==> src/sv/first_fit_free_list_allocator_top_assert.svh <==
// ----------------------------------------------------------------------------
// Assertion macros for the first-fit free-list allocator
// Concurrent assertion wrappers that can be compiled out as a group.
// ----------------------------------------------------------------------------
`ifndef FIRST_FIT_FREE_LIST_ALLOCATOR_TOP_ASSERT_SVH
`define FIRST_FIT_FREE_LIST_ALLOCATOR_TOP_ASSERT_SVH

`ifndef NO_ASSERTIONS
// Checked on every rising edge while reset is released.
`define FFA_ASSERT(label, prop, msg) \
    label: assert property (@(posedge i_clk) disable iff (!i_rst_n) prop) else $error(msg);
// Checked on every rising edge, reset included.
`define FFA_ASSERT_ALWAYS(label, prop, msg) \
    label: assert property (@(posedge i_clk) prop) else $error(msg);
`else
`define FFA_ASSERT(label, prop, msg)
`define FFA_ASSERT_ALWAYS(label, prop, msg)
`endif

`endif

==> src/sv/ffa_pkg.sv <==
// ----------------------------------------------------------------------------
// ffa_pkg
// Shared constants, types and helper functions of the allocator.
// ----------------------------------------------------------------------------
package ffa_pkg;

    localparam int ALIGN_BYTES     = 8;
    localparam int HEADER_BYTES    = 16;
    localparam int MAX_FREE_BLOCKS = 32;
    localparam int MAX_LIVE_ALLOCS = 32;
    localparam int ADDR_BITS       = 16;

    localparam int FIDX_BITS = $clog2(MAX_FREE_BLOCKS);
    localparam int RIDX_BITS = $clog2(MAX_LIVE_ALLOCS);
    localparam int CNT_BITS  = FIDX_BITS + 1;
    localparam int RCNT_BITS = RIDX_BITS + 1;
    localparam int LEN_BITS  = ADDR_BITS + 1;
    localparam int NEED_BITS = ADDR_BITS + 2;
    localparam int PAD_BITS  = 8;

    localparam logic [LEN_BITS-1:0] HEAP_MAX   = LEN_BITS'(1) << ADDR_BITS;
    localparam logic [LEN_BITS-1:0] HEAP_RESET = 17'd65536;

    localparam logic [1:0] ST_OK      = 2'd0;
    localparam logic [1:0] ST_NO_FIT  = 2'd1;
    localparam logic [1:0] ST_FULL    = 2'd2;
    localparam logic [1:0] ST_UNKNOWN = 2'd3;

    localparam logic FUNC_ALLOC = 1'b0;
    localparam logic FUNC_FREE  = 1'b1;

    typedef enum logic [2:0] {
        FW_FORMAT,
        FW_SPLIT,
        FW_SHIFT,
        FW_MERGE_BOTH,
        FW_MERGE_PREV,
        FW_MERGE_NEXT,
        FW_INSERT
    } t_fw_sel;

    typedef struct packed {
        logic                 latch;
        logic                 cfg_we;
        logic                 clr_all;
        logic                 free_rd;
        logic [FIDX_BITS-1:0] free_rd_idx;
        logic                 free_wr;
        logic [FIDX_BITS-1:0] free_wr_idx;
        t_fw_sel              free_wr_sel;
        logic                 rec_rd;
        logic [RIDX_BITS-1:0] rec_rd_idx;
        logic                 alloc_commit;
        logic                 cap_rec;
        logic                 cap_prev;
        logic                 release_rec;
    } t_dp_cmd;

    typedef struct packed {
        logic fit;
        logic rest_zero;
        logic slot_found;
        logic rec_match;
        logic gt;
        logic mprev_raw;
        logic mnext_raw;
    } t_dp_stat;

    // Padding in front of a block at start s: aligns the data offset and
    // leaves room for the header.
    function automatic logic [PAD_BITS-1:0] pad_for(input logic [ADDR_BITS-1:0] s);
        int p;
        p = ALIGN_BYTES - int'(s % ALIGN_BYTES);
        if (p < HEADER_BYTES) begin
            p = p + ((HEADER_BYTES - p + ALIGN_BYTES - 1) / ALIGN_BYTES) * ALIGN_BYTES;
        end
        return PAD_BITS'(p);
    endfunction

endpackage

==> src/sv/ffa_dp.sv <==
// ----------------------------------------------------------------------------
// ffa_dp
// Datapath: free-block table, allocation record table and their arithmetic.
// ----------------------------------------------------------------------------
module ffa_dp
    import ffa_pkg::*;
(
    input  logic                 i_clk,
    input  logic                 i_rst_n,
    input  t_dp_cmd              i_cmd,
    input  logic [LEN_BITS-1:0]  i_cfg_heap_size,
    input  logic [ADDR_BITS-1:0] i_req_size,
    input  logic [ADDR_BITS-1:0] i_free_addr,
    output t_dp_stat             o_stat,
    output logic [ADDR_BITS-1:0] o_data_addr
);

    logic [ADDR_BITS-1:0] free_start_mem [MAX_FREE_BLOCKS];
    logic [LEN_BITS-1:0]  free_len_mem   [MAX_FREE_BLOCKS];
    logic [ADDR_BITS-1:0] rec_daddr_mem  [MAX_LIVE_ALLOCS];
    logic [ADDR_BITS-1:0] rec_bstart_mem [MAX_LIVE_ALLOCS];
    logic [LEN_BITS-1:0]  rec_blen_mem   [MAX_LIVE_ALLOCS];

    logic [LEN_BITS-1:0]        r_heap;
    logic [ADDR_BITS-1:0]       r_req;
    logic [ADDR_BITS-1:0]       r_faddr;
    logic [ADDR_BITS-1:0]       r_addr;
    logic [ADDR_BITS-1:0]       r_rd_start;
    logic [LEN_BITS-1:0]        r_rd_len;
    logic [ADDR_BITS-1:0]       r_rec_daddr;
    logic [ADDR_BITS-1:0]       r_rec_bs;
    logic [LEN_BITS-1:0]        r_rec_bl;
    logic [RIDX_BITS-1:0]       r_rec_idx;
    logic [MAX_LIVE_ALLOCS-1:0] r_valid;
    logic [ADDR_BITS-1:0]       r_bs;
    logic [LEN_BITS-1:0]        r_bl;
    logic [RIDX_BITS-1:0]       r_slot;
    logic [ADDR_BITS-1:0]       r_prev_start;
    logic [LEN_BITS-1:0]        r_prev_len;

    logic [PAD_BITS-1:0]  pad;
    logic [NEED_BITS-1:0] need;
    logic [LEN_BITS-1:0]  rest;
    logic [RIDX_BITS-1:0] free_slot;
    logic                 slot_found;
    logic [ADDR_BITS-1:0] wr_start;
    logic [LEN_BITS-1:0]  wr_len;
    logic [NEED_BITS-1:0] prev_end;
    logic [NEED_BITS-1:0] blk_end;
    logic [ADDR_BITS-1:0] data_addr;

    assign pad       = pad_for(r_rd_start);
    assign need      = NEED_BITS'(r_req) + NEED_BITS'(pad);
    assign rest      = r_rd_len - need[LEN_BITS-1:0];
    assign data_addr = r_rd_start + ADDR_BITS'(pad);
    assign prev_end  = NEED_BITS'(r_prev_start) + NEED_BITS'(r_prev_len);
    assign blk_end   = NEED_BITS'(r_bs) + NEED_BITS'(r_bl);

    always_comb begin
        free_slot  = '0;
        slot_found = 1'b0;
        for (int k = MAX_LIVE_ALLOCS - 1; k >= 0; k--) begin
            if (!r_valid[k]) begin
                free_slot  = RIDX_BITS'(k);
                slot_found = 1'b1;
            end
        end
    end

    always_comb begin
        o_stat.fit        = NEED_BITS'(r_rd_len) >= need;
        o_stat.rest_zero  = rest == '0;
        o_stat.slot_found = slot_found;
        o_stat.rec_match  = r_valid[r_rec_idx] && (r_rec_daddr == r_faddr);
        o_stat.gt         = r_rd_start > r_bs;
        o_stat.mprev_raw  = prev_end == NEED_BITS'(r_bs);
        o_stat.mnext_raw  = blk_end == NEED_BITS'(r_rd_start);
    end

    always_comb begin
        case (i_cmd.free_wr_sel)
            FW_FORMAT: begin
                wr_start = '0;
                wr_len   = r_heap;
            end
            FW_SPLIT: begin
                wr_start = r_rd_start + need[ADDR_BITS-1:0];
                wr_len   = rest;
            end
            FW_SHIFT: begin
                wr_start = r_rd_start;
                wr_len   = r_rd_len;
            end
            FW_MERGE_BOTH: begin
                wr_start = r_prev_start;
                wr_len   = r_prev_len + r_bl + r_rd_len;
            end
            FW_MERGE_PREV: begin
                wr_start = r_prev_start;
                wr_len   = r_prev_len + r_bl;
            end
            FW_MERGE_NEXT: begin
                wr_start = r_bs;
                wr_len   = r_bl + r_rd_len;
            end
            FW_INSERT: begin
                wr_start = r_bs;
                wr_len   = r_bl;
            end
            default: begin
                wr_start = r_bs;
                wr_len   = r_bl;
            end
        endcase
    end

    // Free table memory.
    always_ff @(posedge i_clk) begin
        if (i_cmd.free_wr) begin
            free_start_mem[i_cmd.free_wr_idx] <= wr_start;
            free_len_mem[i_cmd.free_wr_idx]   <= wr_len;
        end
        if (i_cmd.free_rd) begin
            r_rd_start <= free_start_mem[i_cmd.free_rd_idx];
            r_rd_len   <= free_len_mem[i_cmd.free_rd_idx];
        end
    end

    // Record table memory.
    always_ff @(posedge i_clk) begin
        if (i_cmd.alloc_commit) begin
            rec_daddr_mem[free_slot]  <= data_addr;
            rec_bstart_mem[free_slot] <= r_rd_start;
            rec_blen_mem[free_slot]   <= need[LEN_BITS-1:0];
        end
        if (i_cmd.rec_rd) begin
            r_rec_daddr <= rec_daddr_mem[i_cmd.rec_rd_idx];
            r_rec_bs    <= rec_bstart_mem[i_cmd.rec_rd_idx];
            r_rec_bl    <= rec_blen_mem[i_cmd.rec_rd_idx];
            r_rec_idx   <= i_cmd.rec_rd_idx;
        end
    end

    always_ff @(posedge i_clk) begin
        if (!i_rst_n) begin
            r_heap  <= HEAP_RESET;
            r_valid <= '0;
            r_addr  <= '0;
        end else begin
            if (i_cmd.cfg_we) begin
                r_heap <= (i_cfg_heap_size > HEAP_MAX) ? HEAP_MAX : i_cfg_heap_size;
            end
            if (i_cmd.clr_all) begin
                r_valid <= '0;
            end else if (i_cmd.alloc_commit) begin
                r_valid[free_slot] <= 1'b1;
            end else if (i_cmd.release_rec) begin
                r_valid[r_slot] <= 1'b0;
            end
            if (i_cmd.latch) begin
                r_addr <= '0;
            end else if (i_cmd.alloc_commit) begin
                r_addr <= data_addr;
            end
        end
    end

    always_ff @(posedge i_clk) begin
        if (i_cmd.latch) begin
            r_req   <= i_req_size;
            r_faddr <= i_free_addr;
        end
        if (i_cmd.cap_rec) begin
            r_bs   <= r_rec_bs;
            r_bl   <= r_rec_bl;
            r_slot <= r_rec_idx;
        end
        if (i_cmd.cap_prev) begin
            r_prev_start <= r_rd_start;
            r_prev_len   <= r_rd_len;
        end
    end

    assign o_data_addr = r_addr;

endmodule

==> src/sv/ffa_ctrl.sv <==
// ----------------------------------------------------------------------------
// ffa_ctrl
// Controller: sequences table scans, shifts and the result strobe.
// ----------------------------------------------------------------------------
module ffa_ctrl
    import ffa_pkg::*;
(
    input  logic       i_clk,
    input  logic       i_rst_n,
    input  logic       i_start,
    input  logic       i_func,
    input  logic       i_cfg_valid,
    input  t_dp_stat   i_stat,
    output t_dp_cmd    o_cmd,
    output logic       o_busy,
    output logic       o_cfg_ready,
    output logic       o_valid,
    output logic [1:0] o_status
);

    typedef enum logic [3:0] {
        S_INIT,
        S_IDLE,
        S_A_RD,
        S_A_CMP,
        S_SD_RD,
        S_SD_WR,
        S_F_RD,
        S_F_CMP,
        S_P_RD,
        S_P_CMP,
        S_MERGE,
        S_SU_RD,
        S_SU_WR
    } t_state;

    t_state               r_state, n_state;
    logic [CNT_BITS-1:0]  r_i, n_i;
    logic [CNT_BITS-1:0]  r_j, n_j;
    logic [CNT_BITS-1:0]  r_cnt, n_cnt;
    logic [CNT_BITS-1:0]  r_pos, n_pos;
    logic [RCNT_BITS-1:0] r_r, n_r;
    logic                 r_have_next, n_have_next;
    logic                 r_valid, n_valid;
    logic [1:0]           r_status, n_status;
    logic                 mprev;
    logic                 mnext;
    logic [CNT_BITS-1:0]  pos_m1;
    logic [CNT_BITS-1:0]  j_p1;
    logic [CNT_BITS-1:0]  j_m1;

    assign pos_m1 = r_pos - CNT_BITS'(1);
    assign j_p1   = r_j + CNT_BITS'(1);
    assign j_m1   = r_j - CNT_BITS'(1);
    assign mprev  = (r_pos != '0) && i_stat.mprev_raw;
    assign mnext  = r_have_next && i_stat.mnext_raw;

    always_comb begin
        n_state     = r_state;
        n_i         = r_i;
        n_j         = r_j;
        n_cnt       = r_cnt;
        n_pos       = r_pos;
        n_r         = r_r;
        n_have_next = r_have_next;
        n_valid     = 1'b0;
        n_status    = r_status;
        o_cmd       = '0;
        o_cmd.free_wr_sel = FW_SHIFT;

        case (r_state)
            S_INIT: begin
                o_cmd.free_wr     = 1'b1;
                o_cmd.free_wr_idx = '0;
                o_cmd.free_wr_sel = FW_FORMAT;
                o_cmd.clr_all     = 1'b1;
                n_cnt             = CNT_BITS'(1);
                n_state           = S_IDLE;
            end
            S_IDLE: begin
                if (i_start) begin
                    o_cmd.latch = 1'b1;
                    n_i         = '0;
                    n_r         = '0;
                    n_state     = (i_func == FUNC_ALLOC) ? S_A_RD : S_F_RD;
                end else if (i_cfg_valid) begin
                    o_cmd.cfg_we = 1'b1;
                    n_state      = S_INIT;
                end
            end
            S_A_RD: begin
                if (r_i == r_cnt) begin
                    n_status = ST_NO_FIT;
                    n_valid  = 1'b1;
                    n_state  = S_IDLE;
                end else begin
                    o_cmd.free_rd     = 1'b1;
                    o_cmd.free_rd_idx = r_i[FIDX_BITS-1:0];
                    n_state           = S_A_CMP;
                end
            end
            S_A_CMP: begin
                if (!i_stat.fit) begin
                    n_i     = r_i + CNT_BITS'(1);
                    n_state = S_A_RD;
                end else if (!i_stat.slot_found) begin
                    n_status = ST_FULL;
                    n_valid  = 1'b1;
                    n_state  = S_IDLE;
                end else begin
                    o_cmd.alloc_commit = 1'b1;
                    n_status           = ST_OK;
                    if (i_stat.rest_zero) begin
                        n_j     = r_i;
                        n_state = S_SD_RD;
                    end else begin
                        o_cmd.free_wr     = 1'b1;
                        o_cmd.free_wr_idx = r_i[FIDX_BITS-1:0];
                        o_cmd.free_wr_sel = FW_SPLIT;
                        n_valid           = 1'b1;
                        n_state           = S_IDLE;
                    end
                end
            end
            S_SD_RD: begin
                if (j_p1 >= r_cnt) begin
                    n_cnt   = r_cnt - CNT_BITS'(1);
                    n_valid = 1'b1;
                    n_state = S_IDLE;
                end else begin
                    o_cmd.free_rd     = 1'b1;
                    o_cmd.free_rd_idx = j_p1[FIDX_BITS-1:0];
                    n_state           = S_SD_WR;
                end
            end
            S_SD_WR: begin
                o_cmd.free_wr     = 1'b1;
                o_cmd.free_wr_idx = r_j[FIDX_BITS-1:0];
                o_cmd.free_wr_sel = FW_SHIFT;
                n_j               = j_p1;
                n_state           = S_SD_RD;
            end
            S_F_RD: begin
                if (r_r == RCNT_BITS'(MAX_LIVE_ALLOCS)) begin
                    n_status = ST_UNKNOWN;
                    n_valid  = 1'b1;
                    n_state  = S_IDLE;
                end else begin
                    o_cmd.rec_rd     = 1'b1;
                    o_cmd.rec_rd_idx = r_r[RIDX_BITS-1:0];
                    n_state          = S_F_CMP;
                end
            end
            S_F_CMP: begin
                if (i_stat.rec_match) begin
                    o_cmd.cap_rec = 1'b1;
                    n_i           = '0;
                    n_state       = S_P_RD;
                end else begin
                    n_r     = r_r + RCNT_BITS'(1);
                    n_state = S_F_RD;
                end
            end
            S_P_RD: begin
                if (r_i == r_cnt) begin
                    n_pos       = r_cnt;
                    n_have_next = 1'b0;
                    n_state     = S_MERGE;
                end else begin
                    o_cmd.free_rd     = 1'b1;
                    o_cmd.free_rd_idx = r_i[FIDX_BITS-1:0];
                    n_state           = S_P_CMP;
                end
            end
            S_P_CMP: begin
                if (i_stat.gt) begin
                    n_pos       = r_i;
                    n_have_next = 1'b1;
                    n_state     = S_MERGE;
                end else begin
                    o_cmd.cap_prev = 1'b1;
                    n_i            = r_i + CNT_BITS'(1);
                    n_state        = S_P_RD;
                end
            end
            S_MERGE: begin
                n_status = ST_OK;
                if (mprev && mnext) begin
                    o_cmd.free_wr     = 1'b1;
                    o_cmd.free_wr_idx = pos_m1[FIDX_BITS-1:0];
                    o_cmd.free_wr_sel = FW_MERGE_BOTH;
                    o_cmd.release_rec = 1'b1;
                    n_j               = r_pos;
                    n_state           = S_SD_RD;
                end else if (mprev) begin
                    o_cmd.free_wr     = 1'b1;
                    o_cmd.free_wr_idx = pos_m1[FIDX_BITS-1:0];
                    o_cmd.free_wr_sel = FW_MERGE_PREV;
                    o_cmd.release_rec = 1'b1;
                    n_valid           = 1'b1;
                    n_state           = S_IDLE;
                end else if (mnext) begin
                    o_cmd.free_wr     = 1'b1;
                    o_cmd.free_wr_idx = r_pos[FIDX_BITS-1:0];
                    o_cmd.free_wr_sel = FW_MERGE_NEXT;
                    o_cmd.release_rec = 1'b1;
                    n_valid           = 1'b1;
                    n_state           = S_IDLE;
                end else if (r_cnt >= CNT_BITS'(MAX_FREE_BLOCKS)) begin
                    n_status = ST_FULL;
                    n_valid  = 1'b1;
                    n_state  = S_IDLE;
                end else begin
                    n_j     = r_cnt;
                    n_state = S_SU_RD;
                end
            end
            S_SU_RD: begin
                if (r_j == r_pos) begin
                    o_cmd.free_wr     = 1'b1;
                    o_cmd.free_wr_idx = r_pos[FIDX_BITS-1:0];
                    o_cmd.free_wr_sel = FW_INSERT;
                    o_cmd.release_rec = 1'b1;
                    n_cnt             = r_cnt + CNT_BITS'(1);
                    n_valid           = 1'b1;
                    n_state           = S_IDLE;
                end else begin
                    o_cmd.free_rd     = 1'b1;
                    o_cmd.free_rd_idx = j_m1[FIDX_BITS-1:0];
                    n_state           = S_SU_WR;
                end
            end
            S_SU_WR: begin
                o_cmd.free_wr     = 1'b1;
                o_cmd.free_wr_idx = r_j[FIDX_BITS-1:0];
                o_cmd.free_wr_sel = FW_SHIFT;
                n_j               = j_m1;
                n_state           = S_SU_RD;
            end
            default: begin
                n_state = S_IDLE;
            end
        endcase
    end

    always_ff @(posedge i_clk) begin
        if (!i_rst_n) begin
            r_state     <= S_INIT;
            r_i         <= '0;
            r_j         <= '0;
            r_cnt       <= CNT_BITS'(1);
            r_pos       <= '0;
            r_r         <= '0;
            r_have_next <= 1'b0;
            r_valid     <= 1'b0;
            r_status    <= ST_OK;
        end else begin
            r_state     <= n_state;
            r_i         <= n_i;
            r_j         <= n_j;
            r_cnt       <= n_cnt;
            r_pos       <= n_pos;
            r_r         <= n_r;
            r_have_next <= n_have_next;
            r_valid     <= n_valid;
            r_status    <= n_status;
        end
    end

    // A request offered in the same cycle as a heap write wins; the write
    // waits until the controller is idle again.
    assign o_busy      = r_state != S_IDLE;
    assign o_cfg_ready = (r_state == S_IDLE) && !i_start;
    assign o_valid     = r_valid;
    assign o_status    = r_status;

endmodule

==> src/sv/first_fit_free_list_allocator_top.sv <==
// ----------------------------------------------------------------------------
// first_fit_free_list_allocator_top
// First-fit heap allocator with an address-ordered free table and coalescing.
// ----------------------------------------------------------------------------
// A transaction is taken when start is high and busy is low; its result
// appears on o_status and o_data_addr for exactly one cycle while o_valid is
// high, and the receiver cannot stall it. How long a transaction takes
// depends on how far the controller walks the tables through their single
// read port, one entry at a time: an allocate scans the free blocks and
// shifts entries down when a block is used up, and a free scans the records
// and then the free blocks, and shifts entries when the block is inserted or
// two blocks merge. After reset, and after each heap size write, the S_INIT
// state rebuilds the free table as a single block; busy is high during it.
// A heap size write is taken only while busy is low and start is low, so a
// request offered in the same cycle goes first.
module first_fit_free_list_allocator_top
    import ffa_pkg::*;
(
    input  logic                 i_clk,
    input  logic                 i_rst_n,
    input  logic                 start,
    output logic                 busy,
    input  logic                 i_func,
    input  logic [ADDR_BITS-1:0] i_req_size,
    input  logic [ADDR_BITS-1:0] i_free_addr,
    output logic                 o_valid,
    output logic [1:0]           o_status,
    output logic [ADDR_BITS-1:0] o_data_addr,
    input  logic                 i_cfg_valid,
    output logic                 o_cfg_ready,
    input  logic [LEN_BITS-1:0]  i_cfg_heap_size
);

`include "first_fit_free_list_allocator_top_assert.svh"

    t_dp_cmd  cmd;
    t_dp_stat stat;

    // The controller owns counts, indexes and the result strobe.
    ffa_ctrl u_ctrl (
        .i_clk       (i_clk),
        .i_rst_n     (i_rst_n),
        .i_start     (start),
        .i_func      (i_func),
        .i_cfg_valid (i_cfg_valid),
        .i_stat      (stat),
        .o_cmd       (cmd),
        .o_busy      (busy),
        .o_cfg_ready (o_cfg_ready),
        .o_valid     (o_valid),
        .o_status    (o_status)
    );

    // The datapath owns both tables and the padding and merge arithmetic.
    ffa_dp u_dp (
        .i_clk           (i_clk),
        .i_rst_n         (i_rst_n),
        .i_cmd           (cmd),
        .i_cfg_heap_size (i_cfg_heap_size),
        .i_req_size      (i_req_size),
        .i_free_addr     (i_free_addr),
        .o_stat          (stat),
        .o_data_addr     (o_data_addr)
    );

    // A result is only shown once the controller is back at rest.
    `FFA_ASSERT(a_result_idle, o_valid |-> !busy, "result strobe while busy")
    // An accepted transaction or heap write always makes the block busy.
    `FFA_ASSERT(a_accept_busy, (start && !busy) |=> busy, "accept did not raise busy")
    // Failed requests and frees report a zero data offset.
    `FFA_ASSERT(a_fail_zero, (o_valid && o_status != ST_OK) |-> (o_data_addr == '0),
                "nonzero data offset on failure")
    // Heap writes are only offered to the user while idle.
    `FFA_ASSERT_ALWAYS(a_cfg_idle, o_cfg_ready |-> !busy, "config ready while busy")

endmodule

==> config.mk <==
export PLATFORM = sky130hd
export DESIGN_NAME = first_fit_free_list_allocator_top
export DESIGN_NICKNAME = d
export VERILOG_FILES = /design/src/sv/ffa_pkg.sv /design/src/sv/ffa_dp.sv /design/src/sv/ffa_ctrl.sv /design/src/sv/first_fit_free_list_allocator_top.sv
export VERILOG_INCLUDE_DIRS = /design/src /design/src/sv
export SDC_FILE = /design/constraint.sdc
export NUM_CORES = 2
export LEC_CHECK = 0
export BUFFER_PORTS_ARGS = -buffer_cell sky130_fd_sc_hd__buf_2
export CELL_PAD_IN_SITES_DETAIL_PLACEMENT = 1
export CELL_PAD_IN_SITES_GLOBAL_PLACEMENT = 2
export CORE_ASPECT_RATIO = 0.6
export CORE_MARGIN = 1
export CORE_UTILIZATION = 42
export CTS_CLUSTER_DIAMETER = 30
export DETAILED_ROUTE_END_ITERATION = 10
export GPL_ROUTABILITY_DRIVEN = 0
export PLACE_DENSITY = 0.86
export RECOVER_POWER = 50
export SLEW_MARGIN = 10
export SYNTH_ARGS = -nofsm -noshare
export SYNTH_HDL_FRONTEND = slang
export SYNTH_SLANG_ARGS = --single-unit
==> constraint.sdc <==
create_clock -name i_clk -period 9.8 [get_ports i_clk]
set_input_delay 0.49 -clock i_clk [delete_from_list [all_inputs] [get_ports i_clk]]
set_output_delay 0.49 -clock i_clk [all_outputs]
set_load 0.01 [all_outputs]
==> results.toml <==
[worst_setup_path]
delay_of_the_slowest_cell_on_the_worst_path_ns = 1.67
critPathKind = "reg -> reg"
timing.critical_path.to_type = "flip-flop"
cp_slowest_cell = "sky130_fd_sc_hd__clkinvlp_2"
timing.critical_path.fanout_max = 26
cp.required_ns = 10.39
regToRegEndpoint = "u_dp.rec_blen_mem[10][10]"
worst_ep_arrival_time_ns = 10.35
reg2reg_from = "u_dp.r_rd_start[0]"
timing.reg2reg.worst_path_depth = 24
critical_path.most_common_cell = "sky130_fd_sc_hd__ha_1"
critical_path.startpoint_type = "flip-flop"
regToRegSetupSlack_ns = 0.03
crit_chain = "inv_1 -> ha_1 -> ha_1 -> inv_1 -> ha_1 -> nor2b_1 -> o21ai_0 -> nand2b_1 -> xor2_1 -> inv_1 -> ha_1 -> o21ai_0 -> o21bai_1 -> o21ai_0 -> a21oi_1 -> or3b_1 -> a31oi_1 -> a31o_2 -> nor2_1 -> clkbuf_1 -> and3_1 -> nand2_1 -> clkinvlp_2 -> buf_4"

[route]
vias_per_cell = 6.37
drtPass1Iterations = 8
routedWlPerCell_um = 33.1
detail_route.wirelength_um = 429000
post-route-drc-count = 0
via_count = 82673
detailedRoute.firstIterationViolations = 12578
final_antenna_net_count = 0

[place]
port_buffers = 73
dpl_cell_area_um2 = 126000
hpwlAfterDp_um = 251000
place_ws_ns = 0.0568

[hold_path]
hold_start = "i_cfg_heap_size[1]"
cells_on_worst_hold_path = 4
holdPathEnd = "u_dp.r_heap[1]"
worst_hold_path_type = "in -> reg"

[logic_synthesis]
netlist.area_leader.share_pct = 69.4
synth_flop_cell = "sky130_fd_sc_hd__edfxtp_1"
synth.yosys.seq_area_share_pct = 71.1
synth_async_sr_flop_share_pct = 0
synth_cell_type_count = 102
yosysWarnings = 0
synthesis.nets = 8661
syn_area_um2 = 120000
synth_enable_flop_cells = 2781
avg_synthesized_cell_area_um2 = 14.2
synth_cells = 8458
synth.top_cells.by_area = "sky130_fd_sc_hd__edfxtp_1 (69%), sky130_fd_sc_hd__nand2_1 (3.9%), sky130_fd_sc_hd__mux4_2 (3.8%), sky130_fd_sc_hd__dfxtp_1 (1.7%), sky130_fd_sc_hd__mux2i_1 (1.6%)"
synth_largest_area_cell = "sky130_fd_sc_hd__edfxtp_1"
ys_ff_latch = 2883

[power_and_ir_drop]
peakVddDrop_v = 0.000166
powerDensity_nw_per_um2 = 219
total_leakage_power_nw = 47.1

[timing]
max_freq_ghz = 0.102
min_period_over_period_pct = 99.7
fin_hold_ws_ns = 0.0791
final-setup-viol-count = 0
final_critical_path_setup_slack_ns = 0.0327
clock-skew-final_ns = 0.0854
slew_violations = 2429
final_period_minus_worst_setup_slack_ns = 9.77
final-hold-violation-count = 0
slew-limit-headroom_pct = -177
max_slew.worst_pin.slew_ns = 4.16

[grt]
first_pass_grt_wire_length_um = 605000
gr_usage_total_pct = 28.9
antenna_violations_before_repair = 36
first_global_vias = 83456
grt_max_degree = 142
gr-total-overflow = 0

[layout]
area_delta_synth_final_pct = 17.7
mostFrequentLayoutCells = "sky130_fd_sc_hd__edfxtp_1 (2781), sky130_fd_sc_hd__nand2_1 (1238), sky130_fd_sc_hd__clkbuf_16 (436)"
final_area_um2 = 142000
layout_commonest_cell = "sky130_fd_sc_hd__edfxtp_1"
seq_area_um2 = 85600
design.final.nets = 8970
n_fill_cell = 27411
post_route_cells_drive_above_1_share_pct = 14.7
footprint_of_the_multi_input_gates_um2 = 32900

[die]
rows = 151
height_of_the_chip_um = 417
floorplan.initialDensity_pct = 42.4
floorplan.core_area_um2 = 284000
ios = 75
fp.dieArea_um2 = 289000
die_x_um = 693

[cts]
cts-htree-levels = 5
cts_made_buffers = 431
clockBufferDepth = 4
clk-insertion-delay-late_ns = 0.96
clkSlewWorstSetupHoldPaths_ns = 0.06
tritoncts = "built"
clk_root_buffer_cell = "sky130_fd_sc_hd__clkbuf_16"
tritoncts_num_sinks = 2883

[status]
failed_checks = "max-capacitance violations, max-slew violations"
outcome = "finished, violations left"

[run]
max_cap_violations = 69
==> critical path: cells and delay by family, from the launching register on <==
family | cells | cell delay [ns]
AOI/OAI and AO/OA | 7 | 1.82
xor gates and xnor gates | 1 | 0.21
adders and majority gates | 4 | 1.30
buffers and inverters | 6 | 3.87
DFF | 1 | 0.44
and+or+nand+nor | 6 | 1.61
==> sequential cells by signal, indices dropped and copies added, names as in the netlist, 32 cells and up <==
name                 count
u_dp.free_len_mem      544
u_dp.rec_blen_mem      544
u_dp.free_start_mem    512
u_dp.rec_bstart_mem    512
u_dp.rec_daddr_mem     480
u_dp.r_valid            32
==> what timing repair did <==
item | CTS | global route
gates cloned | 0 | 2
hold buffers | 48 | 0
gates resized for setup | 1 | 14
hold endpoints to repair | 47 | 0
pin swaps | 0 | 4
setup buffers | 0 | 4
endpoints found under the setup margin | 32 | 160
==> cells by family (layout without fill, tap and decap cells) <==
group                    Yosys count  count (layout)  share of synthesized area, %
flip-flops                      2883            2883                          71.1
AND/OR/NAND/NOR                 2495            2495                          9.51
AO/OA/AOI/OAI                   1683            1685                          8.78
buffers and inverters            656            1330                          2.07
multiplexers                     417             417                          5.61
XOR/XNOR                         173             173                          1.28
adder cells (fa/ha/maj)          150             150                          1.61
other                              1              12                       0.00312
==> routing by layer <==
metal,wire (um),track usage (%)
met5,217,0.497
met4,13300,8.85
met3,56600,8.28
met2,179000,40.8
met1,180000,43.2
==> stage by stage <==
step	power [mW]	utilization [%]	cells	setup TNS, ns
2_1_floorplan	14.6	-	8458	0
3_3_place_gp	15.1	44.6	12104	0
3_5_place_dp	15.2	44.6	12104	0
4_1_cts	31.1	50.0	12952	0
5_1_grt	31.6	49.9	12965	-0.963
6_report	31.0	49.9	12970	0
==> power breakdown <==
group          total (mW)  internal (mW)  leakage [nW]  switching, mW
combinational        1.18          0.277          13.8          0.903
clock                16.0           9.83          7.20           6.18
sequential           13.8           13.8          26.1         0.0422
==> cell usage after synthesis, drive strengths merged, types with 9 or more instances <==
| cell type | number |
|---|---|
| mux2 | 16 |
| nand4 | 34 |
| xor2 | 70 |
| a21o | 32 |
| xnor2 | 102 |
| mux4 | 204 |
| o21a | 17 |
| o21ai | 328 |
| nor2b | 32 |
| ha | 141 |
| a211oi | 153 |
| a31oi | 300 |
| inv | 148 |
| dfxtp | 102 |
| and3 | 22 |
| a2111oi | 11 |
| a21oi | 377 |
| mux2i | 197 |
| nor2 | 231 |
| a32oi | 12 |
| nor3 | 263 |
| o21bai | 15 |
| a221oi | 15 |
| nand2 | 1249 |
| nor3b | 14 |
| buf | 69 |
| nor4 | 125 |
| nand2b | 38 |
| o2111ai | 12 |
| nand3 | 266 |
| edfxtp | 2781 |
| or3 | 14 |
| a22oi | 18 |
| o221ai | 12 |
| clkbuf | 438 |
| a222oi | 9 |
| and2 | 150 |
| o22ai | 135 |
| or2 | 16 |
| o211ai | 164 |
==> worst max path at each step <==
stage | endpoint | from
after floorplan | u_dp.free_len_mem[0][16] | u_dp.r_rd_start[0]
after CTS | u_dp.free_len_mem[19][16] | u_dp.r_rd_start[1]
final | u_dp.rec_blen_mem[10][10] | u_dp.r_rd_start[0]
after detailed placement | u_dp.free_len_mem[13][15] | u_dp.r_rd_start[1]
after global placement | u_dp.free_len_mem[8][15] | u_dp.r_rd_start[0]
after global routing | u_dp.free_len_mem[5][16] | u_dp.r_rd_start[0]
==> final cells by class <==
cell class	instances	share of cell area (%)
clock buffer	465	7.79
multi-input combinational	4921	23.2
antenna	11	0.0195
inverter	149	0.426
timing repair buffer	381	1.90
sequential	2883	60.5
clock inverter	335	2.79
tap	3825	3.38
No activity file was read; power rests on OpenSTA's default activity.
